### config.mk
export PLATFORM = sky130hd
export DESIGN_NAME = lif_cfg
export DESIGN_NICKNAME = d
export VERILOG_FILES = /design/src/leaky_integrate_fire_neuron_assert.svh /design/src/lif_pkg.sv /design/src/lif_cfg.sv
export SDC_FILE = /design/constraint.sdc
export NUM_CORES = 1
export LEC_CHECK = 0
export ABC_AREA = 1
export BUFFER_PORTS_ARGS = -buffer_cell sky130_fd_sc_hd__buf_2
export CAP_MARGIN = 20
export CORE_ASPECT_RATIO = 0.6
export CORE_UTILIZATION = 38
export CTS_CLUSTER_SIZE = 24
export DETAILED_ROUTE_END_ITERATION = 10
export PLACE_DENSITY = 0.59
export SKIP_CTS_REPAIR_TIMING = 1
export SYNTH_ARGS = -nofsm -noshare
export SYNTH_HDL_FRONTEND = slang
export SYNTH_SLANG_ARGS = --single-unit
export TNS_END_PERCENT = 20
### constraint.sdc
create_clock -name clk -period 1.6 [get_ports clk]
set_clock_uncertainty 0.2 [all_clocks]
set_input_delay 0.08 -clock clk [delete_from_list [all_inputs] [get_ports clk]]
set_output_delay 0.08 -clock clk [all_outputs]
set_load 0.01 [all_outputs]
### src/leaky_integrate_fire_neuron_assert.svh
// assertion macros for the leaky integrate-and-fire neuron block
// no dependencies; included by the top level
`ifndef LEAKY_INTEGRATE_FIRE_NEURON_ASSERT_SVH
`define LEAKY_INTEGRATE_FIRE_NEURON_ASSERT_SVH

// same-cycle implication under synchronous reset
`define LIF_ASSERT_IMPLIES(label, clk, rst, ante, cons, msg) \
  label: assert property (@(posedge clk) disable iff (rst) (ante) |-> (cons)) \
    else $error(msg);

// next-cycle implication under synchronous reset
`define LIF_ASSERT_NEXT(label, clk, rst, ante, cons, msg) \
  label: assert property (@(posedge clk) disable iff (rst) (ante) |=> (cons)) \
    else $error(msg);

`endif

### src/lif_pkg.sv
// shared types and constants for the leaky integrate-and-fire neuron block
// no dependencies
`default_nettype none

package lif_pkg;

  localparam int INDEX_BITS     = 10;
  localparam int CURRENT_BITS   = 24;
  localparam int CFG_INDEX_BITS = 8;
  localparam int CFG_DATA_BITS  = 24;
  localparam int DECAY_BITS     = 13;
  localparam int DECAY_SHIFT    = 12;
  localparam int REFRACT_BITS   = 8;
  localparam int S_TDATA_BITS   = 40;
  localparam int M_TDATA_BITS   = 16;

  typedef enum logic [CFG_INDEX_BITS-1:0] {
    REG_FIRE_THRESHOLD          = 8'd0,
    REG_REVERSE_LIMIT           = 8'd1,
    REG_RESET_POTENTIAL         = 8'd2,
    REG_REVERSE_RESET_POTENTIAL = 8'd3,
    REG_MODE_BITS               = 8'd4,
    REG_POTENTIAL_DECAY         = 8'd5,
    REG_CURRENT_DECAY           = 8'd6,
    REG_BIAS_CURRENT            = 8'd7
  } reg_index_t;

  typedef enum logic [1:0] {
    MODE_NONE = 2'd0,
    MODE_SOFT = 2'd1,
    MODE_HARD = 2'd2,
    MODE_SAT  = 2'd3
  } mode_t;

  typedef enum logic [1:0] {
    STATUS_IDLE    = 2'd0,
    STATUS_UPDATED = 2'd1,
    STATUS_FIRED   = 2'd2
  } status_t;

  localparam logic [23:0] RST_FIRE_THRESHOLD          = 24'd64;
  localparam logic [23:0] RST_REVERSE_LIMIT           = 24'h800000;
  localparam logic [23:0] RST_RESET_POTENTIAL         = 24'd0;
  localparam logic [23:0] RST_REVERSE_RESET_POTENTIAL = 24'd0;
  localparam logic [4:0]  RST_MODE_BITS               = 5'd0;
  localparam logic [12:0] RST_POTENTIAL_DECAY         = 13'd4096;
  localparam logic [12:0] RST_CURRENT_DECAY           = 13'd0;
  localparam logic [23:0] RST_BIAS_CURRENT            = 24'd0;

  typedef struct packed {
    logic [23:0]           fire_threshold;
    logic [23:0]           reverse_limit;
    logic [23:0]           reset_potential;
    logic [23:0]           reverse_reset_potential;
    logic [4:0]            mode_bits;
    logic [DECAY_BITS-1:0] potential_decay;
    logic [DECAY_BITS-1:0] current_decay;
    logic [23:0]           bias_current;
  } cfg_t;

  typedef struct packed {
    logic adv;
    logic accept;
  } pipe_ctrl_t;

  typedef struct packed {
    logic clearing;
    logic hazard;
  } pipe_stat_t;

  typedef struct packed {
    logic                  valid;
    logic [INDEX_BITS-1:0] index;
    status_t               status;
  } result_t;

endpackage

`default_nettype wire

### src/lif_cfg.sv
// shared configuration registers of the neuron block
// depends on lif_pkg
`default_nettype none

module lif_cfg import lif_pkg::*; (
  input  logic                      clk,
  input  logic                      rst,
  input  logic                      wr_valid,
  input  logic [CFG_INDEX_BITS-1:0] wr_index,
  input  logic [CFG_DATA_BITS-1:0]  wr_data,
  output cfg_t                      cfg
);

  always_ff @(posedge clk) begin
    if (rst) begin
      cfg.fire_threshold          <= RST_FIRE_THRESHOLD;
      cfg.reverse_limit           <= RST_REVERSE_LIMIT;
      cfg.reset_potential         <= RST_RESET_POTENTIAL;
      cfg.reverse_reset_potential <= RST_REVERSE_RESET_POTENTIAL;
      cfg.mode_bits               <= RST_MODE_BITS;
      cfg.potential_decay         <= RST_POTENTIAL_DECAY;
      cfg.current_decay           <= RST_CURRENT_DECAY;
      cfg.bias_current            <= RST_BIAS_CURRENT;
    end else if (wr_valid) begin
      unique case (wr_index)
        REG_FIRE_THRESHOLD:          cfg.fire_threshold          <= wr_data;
        REG_REVERSE_LIMIT:           cfg.reverse_limit           <= wr_data;
        REG_RESET_POTENTIAL:         cfg.reset_potential         <= wr_data;
        REG_REVERSE_RESET_POTENTIAL: cfg.reverse_reset_potential <= wr_data;
        REG_MODE_BITS:               cfg.mode_bits               <= wr_data[4:0];
        REG_POTENTIAL_DECAY:         cfg.potential_decay         <= wr_data[DECAY_BITS-1:0];
        REG_CURRENT_DECAY:           cfg.current_decay           <= wr_data[DECAY_BITS-1:0];
        REG_BIAS_CURRENT:            cfg.bias_current            <= wr_data;
        default: ;
      endcase
    end
  end

endmodule

`default_nettype wire

==> results by group <==
Clock tree
  – CTS buffer count: 17
  – Clock latency on the worst-skew pair: a little over 400 ps
  – Clk sinks: 151
  – CTS root buffer: clkbuf_16
  – Htree depth: 4
  – Bufs on Longest Clock Path: 2
  – Clock slew at reported path FFs: roughly 60 ps
  – CTS tree: built

Routing
  – DRT iter0 DRCs: 483
  – Drc violations: 0
  – DR vias/cell: 4.92
  – First drt pass iteration count: 5
  – ANT nets after route: 0
  – Total number of vias: 6154
  – WL final: 20.1 mm
  – Wire per inst: approximately 16 µm

Power and ir drop
  – PwrDens: around 1100 nW/µm²
  – Maximum VDD drop: about 0.57 mV
  – Leak: roughly 3.8 nW

Floorplan
  – I/O pin cnt: about 190
  – Die H: 101 µm
  – Rows: 35
  – Initial core utilization: 39.7%
  – Die ar.: 16900 µm²
  – Core Region: around 16000 µm²
  – Die W: 167 µm

Layout
  – Largest register FFs: 151
  – Top flop regs: cfg x151
  – Layout cells sized above 1: between 20% and 30%
  – Biggest register: cfg
  – Syn-to-layout area delta: 30.8%
  – Ant diodes: 0
  – Fin util: 51.9%
  – # nets final: 1069

Worst setup path
  – Required @ worst endpoint: 1740 ps
  – Critical Path Sink Type: register
  – Max incr delay on CP: 540 ps
  – R2r setup slk: 770 ps
  – Critical path cell sequence: dlygate4sd3_1 -> buf_2 -> inv_4 -> buf_4 -> nand2_1 -> nor2_1
  – Reg-to-Reg Start: cfg[34]
  – CP Launch Type: primary input
  – Worst path slowest cell: dlygate4sd3_1
  – R2R depth: 2
  – Max FO, Critical Path: 27
  – Setup CP Type: in2reg
  – Crit path arrival time: 1520 ps
  – R2R Path End: cfg[34]

Global routing
  – Global-route wire length before repair: 30.2 mm
  – Met1 Use GR: 34.5%
  – Initial antenna violation count: 0
  – Met3 Track Usage GR: ~6.5%
  – Vias in the first global route: 5198
  – GR Util All Layers: 23.5%
  – Busiest grt layer: met1
  – GR Util met2: 33.5%
  – Grt total ovfl: 0
  – Largest net degree at the start of global routing: 78

Run status
  – Failing checks: hold timing
  – Outcome: finished, violations left

Yosys
  – Area fraction of the dominant cell type after synthesis: 48.5%
  – Sequential cell area fraction in the yosys report: 48.5%
  – Synth unique cells: 12
  – Post-synthesis net count: 912
  – Mapped Cells: roughly 880
  – Syn Std Cell Area: 6230 µm²
  – Post-synth top area cell: dfxtp_1
  – Syn_area_per_cell: 7.10 µm²
  – Synthesis-stage register bit count: around 150
  – Synth warn: 0
  – Synth area leaders: dfxtp_1 (49%), nand3_1 (13%), a21oi_1 (12%), nand2_1 (9.4%), nor2_1 (9.3%)

Hold path
  – Hold path endpoint: cfg[97]
  – Min-Delay Path Class: in2reg
  – Hold Crit Start: wr_data[18]
  – Hold path cells: 5

Timing
  – Hold WS: -47.4 ps
  – Final setup margin: 216 ps
  – Final min period: between 1000 and 1500 ps
  – Tcrit/Tclk final: 86.5%
  – Normalized max-slew margin: 62.3%
  – Final setup viols: 0
  – Worst Tran Pin Value: 564 ps
  – Setup_tns: 0 ps
  – Max-slew violation count: 0
  – RSZ-0062 raised after global routing: false
  – Final hold vios: 24
  – Max Fclk: 0.723 GHz

Placement
  – GPL Wtd Cong: 0.769
  – Pre-CTS setup slack: 141 ps
  – Input/output buffers: approximately 190
  – Detailed placement HPWL: 12.9 mm

Flow run
  – Max-cap violations: 0
[power by group]
part | switching (mW) | leakage, nW | internal, mW
sequential | 0.00475 | 1.22 | 3.77
combinational | 0.399 | 2.30 | 0.161
clock | 1.68 | 0.302 | 2.68
total | 2.08 | 3.82 | 6.61
[cells by family (layout without fill, tap and decap cells)]
kind of cell    count (synthesis)  after routing  synth area share [%]
buf+inv                       111            281                  8.26
compound gates                148            148                  11.9
simple gates                  467            467                  31.3
flops                         151            151                  48.5
[how the worst max path moves through the flow]
stage | startpoint | endpoint | slack, ps | cells past startpoint
5_1_grt | rst | cfg[36] | 110 | 6
6_report | rst | cfg[22] | 220 | 6
2_1_floorplan | wr_index[7] | cfg[4] | 450 | 8
3_3_place_gp | wr_index[7] | cfg[86] | 140 | 9
4_1_cts | cfg[84] | cfg[84] | 370 | 1
3_5_place_dp | wr_index[5] | cfg[66] | 140 | 9
[area by class of cell]
| type | count | area, µm² |
|---|---|---|
| Fill cell | 1610 | 7530 |
| Sequential cell | 151 | 3020 |
| Multi-Input combinational cell | 615 | 2730 |
| Timing Repair Buffer | 219 | 1390 |
| Clock buffer | 19 | 443 |
| Tap cell | 203 | 254 |
| Clock inverter | 13 | 194 |
| Inverter | 30 | 115 |
[synth_stat cells]
library cell  number
inv_2              2
buf_1             17
buf_4             12
a21oi_1          148
inv_1             28
dfxtp_1          151
nor2_2             1
nor2_1           154
clkbuf_1          10
buf_2             42
nand2_1          156
nand3_1          156
[metal layers]
layer  part of all wire [%]  wire length [µm]  vias up
li1                       -                 -     3181
met1                     50             10000     2742
met2                     41              8280      215
met3                    7.9              1580       16
met4                   0.90               180        0
met5                      0                 0        -
[worst max-delay path, delay by kind of cell]
family                 cells  cell delay (ps)
AND/OR/NAND/NOR            2              170
buffers and inverters      4             1260
[metrics by stage]
step	cells	hold slack [ps]	area (µm²)	total power [mW]
after floorplan	877	34.4	6230	4.17
after global placement	1210	136	7430	4.40
after detailed placement	1210	142	7430	4.40
after CTS	1242	-292	8060	8.75
after global routing	1250	0.800	8140	8.98
final	1250	-47.4	8140	8.69
[cell usage in the layout, fill, tap and decap left out, types with 8 or more instances in the layout]
cell type	n
buf_12	15
nand2_1	156
clkbuf_16	17
dfxtp_1	151
nor2_1	150
buf_4	11
inv_1	28
nand3_1	156
a21oi_1	148
dlygate4sd3_1	8
buf_2	185
(Power assumes the default switching activity.)
